**src/rtl/ppt_pkg.sv**
```systemverilog
`default_nettype none

package ppt_pkg;

  // Defaults and fixed widths
  localparam int PPT_SAMPLES       = 4;
  localparam int PPT_TIME_W        = 32;
  localparam int PPT_TIMEOUT_W     = 13;
  localparam int PPT_TIMEOUT_RESET = 500;
  localparam int PPT_US_PER_MS     = 1000;
  localparam int PPT_LIMIT_W       = 23;
  localparam int PPT_RPM_NUM       = 60000000;
  localparam int PPT_RPM_W         = 16;

  // Input command codes
  localparam logic CMD_PULSE = 1'b0;
  localparam logic CMD_QUERY = 1'b1;

  // Controller to datapath commands
  typedef struct packed {
    logic pulse;      // record a pulse word
    logic query;      // capture liveness for a query word
    logic clr_quo;    // query takes the zero-speed path
    logic load_mean;  // low partial product of sum * (1 / SAMPLES)
    logic mean_hi;    // add the high partial product, giving the mean
    logic load_rate;  // start RPM_NUM / mean
    logic step;       // one divider iteration
    logic out_load;   // load the result register
  } ppt_cmd_t;

  // Datapath to controller status
  typedef struct packed {
    logic go_div;     // ring full and signal live for the incoming query
    logic div_last;   // divider is on its final iteration
  } ppt_sts_t;

endpackage

`default_nettype wire

```
**src/rtl/pulse_period_tachometer.sv**
```systemverilog
// Channel   Direction  Handshake            Payload
// in_       input      in_valid / in_stall    in_command, in_now_us
// out_      output     out_valid / out_stall  out_rpm, out_alive
// cfg_      input      cfg_we                 cfg_wdata (timeout in ms)
//
// A pulse word never stalls the input. A query word forms the mean by a
// reciprocal multiply in two steps, loads the bit-serial divider, takes one
// divide step per bit of the 32 + clog2(SAMPLES) bit sum and loads the result;
// a query that reads zero speed goes straight to loading the result.
// Reset (rst_n low, synchronous) empties the history and sets a 500 ms timeout.
// A finished result waits in the output register while pulse words go on.
`default_nettype none

module pulse_period_tachometer
  import ppt_pkg::*;
#(
  parameter int SAMPLES = PPT_SAMPLES
) (
  input  wire logic                     clk,
  input  wire logic                     rst_n,
  input  wire logic                     in_valid,
  output logic                          in_stall,
  input  wire logic                     in_command,
  input  wire logic [PPT_TIME_W-1:0]    in_now_us,
  output logic                          out_valid,
  input  wire logic                     out_stall,
  output logic [PPT_RPM_W-1:0]          out_rpm,
  output logic                          out_alive,
  input  wire logic                     cfg_we,
  input  wire logic [PPT_TIMEOUT_W-1:0] cfg_wdata
);

  ppt_cmd_t cmd;
  ppt_sts_t sts;

  ppt_ctrl u_ctrl (
    .clk        (clk),
    .rst_n      (rst_n),
    .in_valid   (in_valid),
    .in_command (in_command),
    .in_stall   (in_stall),
    .out_valid  (out_valid),
    .out_stall  (out_stall),
    .sts        (sts),
    .cmd        (cmd)
  );

  ppt_dp #(
    .SAMPLES (SAMPLES)
  ) u_dp (
    .clk       (clk),
    .rst_n     (rst_n),
    .in_now_us (in_now_us),
    .cfg_we    (cfg_we),
    .cfg_wdata (cfg_wdata),
    .cmd       (cmd),
    .sts       (sts),
    .out_rpm   (out_rpm),
    .out_alive (out_alive)
  );

endmodule

`default_nettype wire

```
**src/rtl/ppt_ctrl.sv**
```systemverilog
`default_nettype none

module ppt_ctrl
  import ppt_pkg::*;
(
  input  wire logic     clk,
  input  wire logic     rst_n,
  input  wire logic     in_valid,
  input  wire logic     in_command,
  output logic          in_stall,
  output logic          out_valid,
  input  wire logic     out_stall,
  input  wire ppt_sts_t sts,
  output ppt_cmd_t      cmd
);

  typedef enum logic [4:0] {
    ST_IDLE  = 5'b00001,
    ST_MEAN  = 5'b00010,
    ST_SETUP = 5'b00100,
    ST_RATE  = 5'b01000,
    ST_DONE  = 5'b10000
  } state_t;

  state_t state_r, state_nxt;
  logic   out_valid_r, out_valid_nxt;

  assign in_stall  = (state_r != ST_IDLE);
  assign out_valid = out_valid_r;

  // Sequence each word; a query runs through the mean multiply and the divider
  always_comb begin
    state_nxt = state_r;
    cmd       = '0;
    unique case (state_r)
      ST_IDLE: begin
        if (in_valid) begin
          if (in_command == CMD_PULSE) begin
            cmd.pulse = 1'b1;
          end else begin
            cmd.query = 1'b1;
            if (sts.go_div) begin
              cmd.load_mean = 1'b1;
              state_nxt     = ST_MEAN;
            end else begin
              cmd.clr_quo = 1'b1;
              state_nxt   = ST_DONE;
            end
          end
        end
      end
      ST_MEAN: begin
        cmd.mean_hi = 1'b1;
        state_nxt   = ST_SETUP;
      end
      ST_SETUP: begin
        cmd.load_rate = 1'b1;
        state_nxt     = ST_RATE;
      end
      ST_RATE: begin
        cmd.step = 1'b1;
        if (sts.div_last) begin
          state_nxt = ST_DONE;
        end
      end
      ST_DONE: begin
        if (!out_valid_r || !out_stall) begin
          cmd.out_load = 1'b1;
          state_nxt    = ST_IDLE;
        end
      end
      default: begin
        state_nxt = ST_IDLE;
      end
    endcase
  end

  // Hold the result word until taken
  always_comb begin
    out_valid_nxt = out_valid_r;
    if (cmd.out_load) begin
      out_valid_nxt = 1'b1;
    end else if (!out_stall) begin
      out_valid_nxt = 1'b0;
    end
  end

  always_ff @(posedge clk) begin
    if (!rst_n) begin
      state_r     <= ST_IDLE;
      out_valid_r <= 1'b0;
    end else begin
      state_r     <= state_nxt;
      out_valid_r <= out_valid_nxt;
    end
  end

endmodule

`default_nettype wire

```
**src/rtl/ppt_dp.sv**
```systemverilog
`default_nettype none

module ppt_dp
  import ppt_pkg::*;
#(
  parameter int SAMPLES = PPT_SAMPLES
) (
  input  wire logic                     clk,
  input  wire logic                     rst_n,
  input  wire logic [PPT_TIME_W-1:0]    in_now_us,
  input  wire logic                     cfg_we,
  input  wire logic [PPT_TIMEOUT_W-1:0] cfg_wdata,
  input  wire ppt_cmd_t                 cmd,
  output ppt_sts_t                      sts,
  output logic [PPT_RPM_W-1:0]          out_rpm,
  output logic                          out_alive
);

  localparam int SLOT_W = $clog2(SAMPLES);
  localparam int SUM_W  = PPT_TIME_W + $clog2(SAMPLES);
  localparam int CNT_W  = $clog2(SUM_W);
  localparam logic [PPT_LIMIT_W-1:0] LIMIT_RESET =
    PPT_LIMIT_W'(PPT_TIMEOUT_RESET * PPT_US_PER_MS);

  // Reciprocal of SAMPLES: floor(x / SAMPLES) = (x * RECIP) >> RECIP_SH for x < 2^SUM_W
  localparam int RECIP_SH = SUM_W + $clog2(SAMPLES);
  localparam int RECIP_W  = SUM_W + 1;
  localparam int LO_W     = RECIP_W / 2;
  localparam int HI_W     = RECIP_W - LO_W;
  localparam int ACC_W    = SUM_W + LO_W;
  localparam int PART_W   = SUM_W + HI_W;
  localparam int PROD_W   = SUM_W + RECIP_W;
  localparam logic [RECIP_W-1:0] RECIP =
    RECIP_W'(((64'd1 << RECIP_SH) + 64'(SAMPLES) - 64'd1) / 64'(SAMPLES));
  localparam logic [LO_W-1:0] RECIP_LO = RECIP[LO_W-1:0];
  localparam logic [HI_W-1:0] RECIP_HI = RECIP[RECIP_W-1:LO_W];

  // Pulse history
  logic [PPT_TIME_W-1:0]  ring_r [SAMPLES];
  logic [SLOT_W-1:0]      slot_r, slot_nxt;
  logic [PPT_TIME_W-1:0]  last_r;
  logic                   first_seen_r, ring_full_r, ring_full_nxt;
  logic [SUM_W-1:0]       sum_r, sum_nxt;
  logic [PPT_LIMIT_W-1:0] limit_r;

  // Mean multiply, divider and result
  logic [ACC_W-1:0]       acc_r;
  logic [SUM_W-1:0]       rem_r, quo_r, dvs_r;
  logic [CNT_W-1:0]       cnt_r;
  logic                   alive_r;
  logic [PPT_RPM_W-1:0]   out_rpm_r;
  logic                   out_alive_r;

  logic [PPT_TIME_W-1:0]  period;
  logic [PPT_TIME_W-1:0]  old_period;
  logic                   live_now;
  logic [HI_W-1:0]        mul_k;
  logic [PART_W-1:0]      part;
  logic [PROD_W-1:0]      prod;
  logic [SUM_W:0]         rem_ext;
  logic [SUM_W:0]         rem_diff;
  logic                   fits;
  logic [PPT_RPM_W-1:0]   rpm_sat;

  // Elapsed time since the last pulse, also the new period
  assign period   = in_now_us - last_r;
  assign live_now = (period <= PPT_TIME_W'(limit_r));

  // Report query path and divider progress
  always_comb begin
    sts.go_div   = ring_full_r && live_now;
    sts.div_last = (cnt_r == '0);
  end

  // Entries not yet written since reset count as zero
  assign old_period = ring_full_r ? ring_r[slot_r] : '0;
  assign sum_nxt    = sum_r + SUM_W'(period) - SUM_W'(old_period);

  // Advance the write slot modulo SAMPLES
  always_comb begin
    slot_nxt      = slot_r + SLOT_W'(1);
    ring_full_nxt = ring_full_r;
    if (slot_r == SLOT_W'(SAMPLES - 1)) begin
      slot_nxt      = '0;
      ring_full_nxt = 1'b1;
    end
  end

  // Pulse bookkeeping and timeout limit
  always_ff @(posedge clk) begin
    if (!rst_n) begin
      slot_r       <= '0;
      last_r       <= '0;
      first_seen_r <= 1'b0;
      ring_full_r  <= 1'b0;
      sum_r        <= '0;
      limit_r      <= LIMIT_RESET;
    end else begin
      if (cfg_we) begin
        limit_r <= PPT_LIMIT_W'(cfg_wdata) * PPT_LIMIT_W'(PPT_US_PER_MS);
      end
      if (cmd.pulse) begin
        if (first_seen_r) begin
          slot_r      <= slot_nxt;
          ring_full_r <= ring_full_nxt;
          sum_r       <= sum_nxt;
        end
        first_seen_r <= 1'b1;
        last_r       <= in_now_us;
      end
    end
  end

  // Store the new period
  always_ff @(posedge clk) begin
    if (cmd.pulse && first_seen_r) begin
      ring_r[slot_r] <= period;
    end
  end

  // Mean as sum * RECIP, low half of the constant first, high half next cycle
  assign mul_k = cmd.load_mean ? HI_W'(RECIP_LO) : RECIP_HI;
  assign part  = PART_W'(sum_r) * PART_W'(mul_k);
  assign prod  = PROD_W'(acc_r) + (PROD_W'(part) << LO_W);

  // One restoring division step
  assign rem_ext  = {rem_r, quo_r[SUM_W-1]};
  assign rem_diff = rem_ext - {1'b0, dvs_r};
  assign fits     = !rem_diff[SUM_W];

  // Serial divider for RPM_NUM / mean.
  // A zero mean yields an all-ones quotient, which saturates below.
  always_ff @(posedge clk) begin
    if (cmd.query) begin
      alive_r <= first_seen_r && live_now;
    end
    if (cmd.clr_quo) begin
      quo_r <= '0;
    end else if (cmd.load_mean) begin
      acc_r <= part[ACC_W-1:0];
    end else if (cmd.mean_hi) begin
      dvs_r <= SUM_W'(prod[RECIP_SH +: PPT_TIME_W]);
    end else if (cmd.load_rate) begin
      rem_r <= '0;
      quo_r <= SUM_W'(PPT_RPM_NUM);
      cnt_r <= CNT_W'(SUM_W - 1);
    end else if (cmd.step) begin
      rem_r <= fits ? rem_diff[SUM_W-1:0] : rem_ext[SUM_W-1:0];
      quo_r <= {quo_r[SUM_W-2:0], fits};
      cnt_r <= cnt_r - CNT_W'(1);
    end
  end

  // Clamp the quotient to the output range
  assign rpm_sat = (|quo_r[SUM_W-1:PPT_RPM_W]) ? '1 : quo_r[PPT_RPM_W-1:0];

  always_ff @(posedge clk) begin
    if (cmd.out_load) begin
      out_rpm_r   <= rpm_sat;
      out_alive_r <= alive_r;
    end
  end

  assign out_rpm   = out_rpm_r;
  assign out_alive = out_alive_r;

endmodule

`default_nettype wire

```
**config.mk**
```make
export PLATFORM = sky130hd
export DESIGN_NAME = pulse_period_tachometer
export DESIGN_NICKNAME = d
export VERILOG_FILES = /design/src/rtl/ppt_pkg.sv /design/src/rtl/pulse_period_tachometer.sv /design/src/rtl/ppt_ctrl.sv /design/src/rtl/ppt_dp.sv
export SDC_FILE = /design/constraint.sdc
export NUM_CORES = 1
export LEC_CHECK = 0
export CORE_MARGIN = 4
export CORE_UTILIZATION = 53
export CTS_CLUSTER_SIZE = 30
export DETAILED_ROUTE_END_ITERATION = 8
export DONT_BUFFER_PORTS = 1
export GPL_TIMING_DRIVEN = 1
export PLACE_DENSITY = 0.71
export SYNTH_ARGS = -nofsm -noshare
export SYNTH_HDL_FRONTEND = slang
export SYNTH_HIERARCHICAL = 1
export SYNTH_SLANG_ARGS = --single-unit
```
**constraint.sdc**
```tcl
create_clock -name clk -period 8.1 [get_ports clk]
set_clock_uncertainty 0.15 [all_clocks]
set_input_delay 0.81 -clock clk [delete_from_list [all_inputs] [get_ports clk]]
set_output_delay 0.81 -clock clk [all_outputs]
set_load 0.02 [all_outputs]
```
; Yosys cells after proc, flatten, opt, wreduce, memory -nomap -nowiden
; Memory sizes are Yosys's and may differ from the RTL's. A register that Yosys moved wholly into a read port is not among the register bits.
; Cells that the tools add are included.
; W data, S select, Z words.
[op_classes]
n_addsub = 7
n_mul = 2
order_cmp = 1
eq_ne = 12
mux = 31
n_bitwise = 3
n_reduce_logical = 17
[ops]
columns = operator, count
row1 = $mux W34, 4
row2 = $add A51 B68 Y68, 1
row3 = $mul A34 B18 Y51, 1
row4 = $sub A35 B32 Y35, 1
row5 = $add A34 B32 Y34, 1
row6 = $sub A34 B32 Y34, 1
row7 = $le A32 B23 Y1, 1
row8 = $mux W32, 1
row9 = $sub A32 B32 Y32, 1
row10 = $mux W5, 5
row11 = $pmux W5 S5, 1
row12 = $mul A13 B7 Y20 const B, 1
row13 = $mux W18, 1
row14 = $reduce_or A18 Y1, 1
row15 = $mux W1, 12
row16 = $reduce_and A3 Y1, 3
row17 = $mux W4, 2
row18 = $reduce_and A4 Y1, 2
row19 = $logic_not A6 Y1, 1
row20 = $mux W2, 3
row21 = $mux W6, 1
row22 = $ne A2 B2 Y1 const B, 3
row23 = $sub A6 B1 Y6 const B, 1
row24 = $eq A5 B1 Y1 const B, 1
row25 = 15 further kinds, 23
[totals]
ff_bits = 271
ram_bits = 128
inputBits = 51
out_inout_bits = 19
n_memories = 1
[memory_table]
columns = memory, words, word_bits, read_ports, rd_clocked_by_memory_dff, write_ports, line_no
row1 = u_dp.ring_r, 4, 32, 1, 1, 1, ppt_dp.sv:39  ; logic [PPT_TIME_W-1:0] ring_r [SAMPLES];

; Depth between registers and ports, before layout
; Gate-level depths: netlist of run 1.
[logic_depth]
word_depth = 10
ltp_mapped = 41
depth_no_buf = 37

; By module
; The synthesis of run 1 kept the hierarchy.
[modules_own_cells]
columns = module, n_inst, cells_each, area_per_inst_um2, seq_area_each_um2
row1 = ppt_dp, 1, 2246, 23239.8, 9579.2
row2 = ppt_ctrl, 1, 41, 369.1, 120.1

; Worst setup path after synthesis of run 1
; No wires, ideal clock.
[synth_path]
path_type = input-to-reg
from = input in_now_us[1]
to = register u_dp.dvs_r[31] (data pin)
setup_time_ns = 0.260
t_arrival_ns = 7.881
required_ns = 7.690
setup_slack_ns = -0.190
cell_stages = 36
n_path_buf = 3
path_cell_list = ha_1 > nor2b_1 > o31a_1 > or4_1 > a21oi_1 > nor2_1 > nand2_1 > o21a_1 > a21oi_1 > xnor2_1 > inv_1 > ha_1 > a2111oi_0 > nand2_1 > a21oi_1 > o21ai_0 > a22o_1 > nor4_1 > nand4b_1 > nor3_1 > and2_1 > clkbuf_1 > buf_1 > clkbuf_1 > nor2_1 > ha_1 > and4b_1 > o221ai_1 > o211a_1 > a211o_1 > a21oi_1 > nor2_1 > nor4_4 > nand4_1 > nor2_1 > mux2_2
[synth_rtl]
columns = element, line_no
row1 = "start, declared", pulse_period_tachometer.sv:24  ; input wire logic [PPT_TIME_W-1:0] in_now_us,
row2 = "end signal, assigned", ppt_dp.sv:142  ; dvs_r <= SUM_W'(prod[RECIP_SH +: PPT_TIME_W]);
row3 = "end, declared", ppt_dp.sv:48  ; logic [SUM_W-1:0] rem_r, quo_r, dvs_r;

==> metrics.md, run 1 <==
| Metric | Value |
|---|---|
| CP required | `around 8.2 ns` |
| Placer congestion estimate | `0.897` |
| CTS Buffer Depth | `3` |
| Initial antenna violation count | `0` |
| WL/cell | `16.9 um` |
| Syn_nets | `2599` |
| Post-DR vias/cell | `~5.6` |
| Fin crit period | `a little under 8 ns` |
| CP delay by family, top | `compound AO/OA/AOI/OAI gates` |
| Ant diodes | `0` |
| CTS sink count | `367` |
| Sequential area share after synthesis | `0.411` |
| Synthesized area | `23600 sq um` |
| P_sw | `1890 uW` |
| Buffers & Inverters on Critical Path | `3` |
| Num rows | `77` |
| Gate power share | `0.329` |
| Yosys top cell area share | `0.299` |
| Worst setup EP type | `flop` |
| Clk pwr share | `0.320` |
| Int Pwr | `4140 uW` |
| Share of post-route cells with drive strength above 1 | `0.0757` |
| Number of global-route vias before repair | `16100` |
| Leak Pwr | `0.0105 uW` |
| Placed wire-length estimate | `36.7 mm` |
| Grt ovf | `0` |
| Synth Register Bits | `367` |
| Post-Syn Instances | `approximately 2300` |
| Clock root cell | `clkbuf_16` |
| 1st-iter DRT viols | `1093` |
| Via count | `16300` |
| Ports | `70` |
| PnR Total Power | `6030 uW` |
| Final WS setup | `0.303 ns` |
| Fmax | `around 130 MHz` |
| Latest clock arrival within the worst-skew pair | `0.54 ns` |
| WHS | `0.257 ns` |
| Most common cell in the netlist | `edfxtp_1` |
| Cell taking the most area after synthesis | `edfxtp_1` |
| VDD IR max | `between 0.15 and 0.2 mV` |
| Hold/Removal Path Class | `in -> reg` |
| PwrDens | `about 230 nW/um^2` |
| Outcome | `finished, final reports clean` |
| Crit-path max cell delay | `0.49 ns` |
| Post-synth EDFFs | `about 240` |
| Area after DPL | `24400 sq um` |
| Global-route wire length before repair | `80.9 mm` |
| Ys async rst share | `0` |
| Count of cell types in the netlist | `81` |
| Post-route ant nets | `0` |
| GRT Resource Usage Total | `0.204` |
| Final instance area | `25800 sq um` |
| # nets final | `between 2000 and 3000` |
| Critical path type | `reg -> reg` |
| Switching share of total power | `0.314` |
| Cts bufs inserted | `41` |
| Largest net degree at the start of global routing | `102` |
| Top post-synthesis cells by area | `edfxtp_1 (30%), dfxtp_1 (11%), ha_1 (9.8%)` |
| Initial core utilization | `0.535` |
| Die area | `roughly 48000 sq um` |
| Die Y | `~220 um` |
| Final period util | `0.963` |
| Max-Cap Viols | `0` |
| Top FF cell, synth | `edfxtp_1` |
| CTS tree | `yes` |
| Worst EP arrival | `just under 8 ns` |
| Fin. Hold Viols | `0` |
| Clock transition at path regs | `0.06 ns` |
| Synth top cells by count | `edfxtp_1 (235), inv_1 (223), ha_1 (185), nor2_1 (153), nand2_1 (141)` |
| # port buffers | `0` |
| Slew margin rel. | `0.181` |
| Synthesis-to-finish area growth | `9.46%` |
| Critical path's slowest cell | `a2111oi_1` |
| # DRC | `0` |
| Slew @ Worst Pin | `between 1 and 1.5 ns` |
| Mapped Avg Cell Area | `10.3 sq um` |
| Die W | `219 um` |
| Final setup fails | `0` |
| Startpoint class of the critical path | `flop` |
| Fin. max-slew vios | `0` |
| Total wire length | `49.3 mm` |
| Crit path max fanout | `20` |
| H-Tree Depth | `2` |
| Reg2Reg Setup Slack | `0.30 ns` |
| Detailed Routing Iterations Pass 1 | `5` |
| Warnings, synthesis | `6` |
| Setup WS pre-CTS | `-0.0885 ns` |
| Core box area | `about 44000 sq um` |
| Fill cells | `3723` |
| Power share of the sequential group | `0.351` |
## final cells by class
class	count	area, sq um	area share
Multi-Input combinational cell	1613	12800	0.494
Inverter	223	837	0.0324
Tap cell	592	741	0.0287
Sequential cell	367	9700	0.375
Clock inverter	18	218	0.00842
Timing Repair Buffer	47	365	0.0141
Clock buffer	58	1200	0.0466
## cell usage in the layout, fill, tap and decap left out, types with 34 or more instances in the layout
cell	n
nand2b_1	36
nand2_1	141
xnor2_1	74
nor2b_1	78
and2_1	52
o21ai_0	85
nor2_1	152
edfxtp_1	235
buf_4	46
clkbuf_16	45
nand3_1	34
nor3_1	56
xor2_1	45
mux2i_1	70
a21oi_1	139
a21o_1	53
ha_1	185
dfxtp_1	131
inv_1	222
fa_1	76
## logic make-up after synthesis
group,after synthesis,synth area share
compound gates,441,0.118
xor+xnor,120,0.0445
fa+ha+maj,261,0.162
buf+inv,307,0.0501
flops,367,0.411
mux,106,0.0623
simple gates,685,0.151
## flip-flops by register name, indices dropped and copies added (netlist names), named ones only
signal	count
u_dp/ring_r	128
u_dp/quo_r	34
u_dp/rem_r	34
u_dp/sum_r	34
u_dp/dvs_r	32
u_dp/last_r	32
u_dp/limit_r	20
u_dp/acc_r	17
u_dp/out_rpm	16
u_dp/cnt_r	6
u_ctrl/state_r	5
u_dp/slot_r	2
u_ctrl/out_valid	1
u_dp/alive_r	1
u_dp/first_seen_r	1
u_dp/out_alive	1
u_dp/ring_full_r	1
## final timing paths
kind                                             startpoint                             to  cells past startpoint
worst min-delay path                                  rst_n  u_dp/limit_r[17]$_SDFFE_PN1P_                      1
worst min register to register       u_dp/alive_r$_DFFE_PP_       u_dp/out_alive$_DFFE_PP_                      0
worst max register to register  u_dp/last_r[1]$_SDFFE_PN0P_       u_dp/dvs_r[31]$_DFFE_PP_                     35
worst max-delay path            u_dp/last_r[1]$_SDFFE_PN0P_       u_dp/dvs_r[31]$_DFFE_PP_                     35
## per-layer routing
| layer | vias to the layer above | GRT usage | wire length (um) |
|---|---|---|---|
| met4 | 0 | 0.0596 | 1340 |
| met2 | 341 | 0.345 | 23400 |
| met1 | 7770 | 0.276 | 22500 |
| li1 | 8100 | - | - |
| met5 | - | 0 | 0 |
| met3 | 80 | 0.0300 | 2150 |
## worst register-to-register path, delay by kind of cell (launching register included)
kind / cells / cell delay [ns]
multiplexers: 1 / 0.34
AND/OR/NAND/NOR: 14 / 2.55
adder cells (fa/ha/maj): 3 / 0.90
flip-flops: 1 / 0.39
XOR/XNOR: 1 / 0.22
buffers and inverters: 3 / 0.37
AO/OA/AOI/OAI: 13 / 2.65
## per-stage QoR
step	instances	utilization	setup TNS, ns
floorplan	2287	-	0
global placement	2840	0.553	0
detailed placement	2840	0.553	-0.114
CTS	2916	0.585	0
global route	2918	0.586	-0.146
finish	2918	0.586	0
## repair_timing
| item | in CTS | in global routing |
|---|---|---|
| endpoints found under the setup margin | 0 | 3 |
| hold buffers | 0 | 0 |
| setup buffers | 0 | 2 |
| resized for setup | 0 | 4 |
## power groups by stage
| stage | clock [uW] | combinational, uW | sequential [uW] |
|---|---|---|---|
| final | 1930 | 1990 | 2120 |
| after floorplan | 0 | 1530 | 2140 |
| after detailed placement | 0 | 1960 | 2160 |
| after global placement | 0 | 1910 | 2150 |
| after global routing | 2050 | 2250 | 2120 |
| after CTS | 1970 | 1970 | 2120 |
No activity file was read; power rests on OpenSTA's default activity.
==> inputs of run 2 (changes only) <==
ABC_AREA = 1   (was default)
==> metrics.md, run 2 <==
| Metric | Value |
|---|---|
| Die Y | `222 um` |
| Int Pwr | `4290 uW` |
| Most common cell in the netlist | `nand2_1` |
| WHS | `0.226 ns` |
| H-Tree Depth | `2` |
| Clock root cell | `clkbuf_16` |
| Startpoint class of the critical path | `input port` |
| Count of cell types in the netlist | `55` |
| Met3 Resource Use GR | `0.0256` |
| Latest clock arrival within the worst-skew pair | `0.56 ns` |
| Slew @ Worst Pin | `1.17 ns` |
| # port buffers | `0` |
| Gr busiest metal | `met2` |
| Synth Register Bits | `367` |
| Grt ovf | `0` |
| Fin crit period | `6.92 ns` |
| Mapped Avg Cell Area | `approximately 8.3 sq um` |
| Core box area | `45400 sq um` |
| Synthesis-to-finish area growth | `8.38%` |
| Critical path's slowest cell | `xor2_1` |
| Largest family of logic cells by synthesized area | `simple AND/OR/NAND/NOR gates` |
| Proportion of synthesized area in mux cells | `0` |
| Top post-synthesis cells by area | `edfxtp_1 (29%), dfxtp_1 (11%), ha_1 (9.5%)` |
| # nets final | `3230` |
| Leak Pwr | `0.0115 uW` |
| Sequential area share after synthesis | `0.399` |
| Outcome | `finished, final reports clean` |
| Cts bufs inserted | `42` |
| VDD IR max | `0.199 mV` |
| P_sw | `2570 uW` |
| Die W | `222 um` |
| Placer congestion estimate | `0.974` |
| Ports | `70` |
| PwrDens | `~260 nW/um^2` |
| Max-Cap Viols | `0` |
| Final Util | `0.581` |
| Ys async rst share | `0` |
| CTS Buffer Depth | `3` |
| Yosys top cell area share | `0.290` |
| Final instance area | `26400 sq um` |
| Ant diodes | `0` |
| Detailed Routing Iterations Pass 1 | `6` |
| CTS tree | `yes` |
| Final WS setup | `roughly 1.2 ns` |
| Max FFs per register | `around 130` |
| Warnings, synthesis | `6` |
| Largest net degree at the start of global routing | `65` |
| GRT Resource Usage Total | `0.242` |
| Post-Synth Adder-Cell Area | `0.158` |
| Fin. max-slew vios | `0` |
| Commonest non-fill, non-tap cells in the layout | `nand2_1 (458), inv_1 (428), nor2_1 (369), a21oi_1 (307), o21ai_0 (236)` |
| Slew margin rel. | `0.221` |
| Switching share of total power | `0.375` |
| CP required | `8.26 ns` |
| Worst setup EP type | `flop` |
| Gate power share | `0.400` |
| CTS sink count | `roughly 370` |
| Num rows | `78` |
| Initial core utilization | `0.536` |
| Worst EP arrival | `approximately 7.1 ns` |
| Total wire length | `around 60 mm` |
| Synthesized area | `24300 sq um` |
| Cts repair resizes | `0` |
| Cell taking the most area after synthesis | `edfxtp_1` |
| Top FF cell, synth | `edfxtp_1` |
| Post CTS Setup Buffer Count | `0` |
| Largest Register | `u_dp/ring_r` |
| # DRC | `0` |
| Fmax | `145 MHz` |
| Fin. Hold Viols | `0` |
| Placed wire-length estimate | `46.0 mm` |
| Fill cells | `a little over 4000` |
| Met2 GRT Util | `0.437` |
| Most common cell after layout, fill and taps aside | `nand2_1` |
| Area after DPL | `24900 sq um` |
| Final period util | `0.854` |
| Critical path type | `in -> reg` |
| Post-synthesis xor/xnor area fraction | `0.0396` |
| Post-synth EDFFs | `235` |
| Global-route wire length before repair | `98.9 mm` |
| Via count | `19600` |
| Initial antenna violation count | `0` |
| Crit-path max cell delay | `0.61 ns` |
| Crit path max fanout | `18` |
| Post-CTS Hold Buffers | `0` |
| Setup WS pre-CTS | `0.687 ns` |
| Post-Syn Instances | `2928` |
| Post-route ant nets | `0` |
| Synth Area in Compound Gates | `0.149` |
| WL/cell | `~17 um` |
| Post-DR vias/cell | `~5.5` |
| Power share of the sequential group | `0.316` |
| Number of global-route vias before repair | `19400` |
| Synth top cells by count | `nand2_1 (459), inv_1 (429), nor2_1 (374), a21oi_1 (307), o21ai_0 (236)` |
| CP most frequent cell | `nand2_1` |
| Post-synthesis simple-gate area fraction | `0.173` |
| Hold/Removal Path Class | `in -> reg` |
| Share of post-route cells with drive strength above 1 | `0.0528` |
| Syn_nets | `~3200` |
| Die area | `49400 sq um` |
| Final setup fails | `0` |
| Clk pwr share | `0.284` |
| Post-route setup TNS | `0 ns` |
| Clock transition at path regs | `0.06 ns` |
| GRT met1 Usage | `0.309` |
| RSZ-0062 raised after global routing | `false` |
| 1st-iter DRT viols | `1404` |
==> run 2: power by group through the flow <==
stage / Clock (uW) / Sequential, uW / Combinational, uW
floorplan: 0 / 2200 / 2020
global placement: 0 / 2200 / 2670
detailed placement: 0 / 2210 / 2720
CTS: 1990 / 2170 / 2730
global route: 2060 / 2170 / 3110
finish: 1950 / 2170 / 2740
==> run 2: final cells by class <==
class	count	area, sq um	area share
multi-input cells	2045	12700	0.480
flip-flops and latches	367	9700	0.368
inverters	440	1650	0.0628
clock buffers	61	1240	0.0471
well taps	600	751	0.0285
clock inverters	17	189	0.00717
repair buffers	22	165	0.00627
==> run 2: logic make-up (layout without fill, tap and decap cells) <==
group           after synthesis  count (layout)
xor+xnor                    110             110
fa+ha+maj                   261             261
buf+inv                     516             540
compound gates              665             665
simple gates               1009            1009
flops                       367             367
==> run 2: worst paths after layout <==
| check | cells after the start | slack (ns) | end | start |
|---|---|---|---|---|
| setup / recovery | 41 | 1.18 | u_dp/dvs_r[26]$_DFFE_PP_ | in_now_us[0] |
| hold / removal | 1 | 0.23 | u_dp/limit_r[5]$_SDFFE_PN1P_ | cfg_we |
| setup reg to reg | 40 | 1.19 | u_dp/dvs_r[26]$_DFFE_PP_ | u_dp/last_r[0]$_SDFFE_PN0P_ |
| hold reg to reg | 0 | 0.28 | u_dp/out_alive$_DFFE_PP_ | u_dp/alive_r$_DFFE_PP_ |
==> run 2: layer usage <==
| metal | routed length, um | share of wire |
|---|---|---|
| met5 | 0 | 0 |
| met4 | 1690 | 0.028 |
| met3 | 2600 | 0.043 |
| met2 | 30400 | 0.50 |
| met1 | 25600 | 0.42 |
==> run 2: through the flow <==
step / instances / total power (uW)
after global placement: 3474 / 4870
after floorplan: 2928 / 4210
after global routing: 3552 / 7350
final: 3552 / 6860
after CTS: 3552 / 6890
after detailed placement: 3474 / 4930
==> run 2: worst max-delay path, delay by kind of cell <==
family                     cells  cell delay, ns
adders and majority gates      4            1.30
buffers and inverters          3            0.45
and+or+nand+nor               26            2.58
AOI/OAI and AO/OA              7            1.29
xor gates and xnor gates       1            0.61
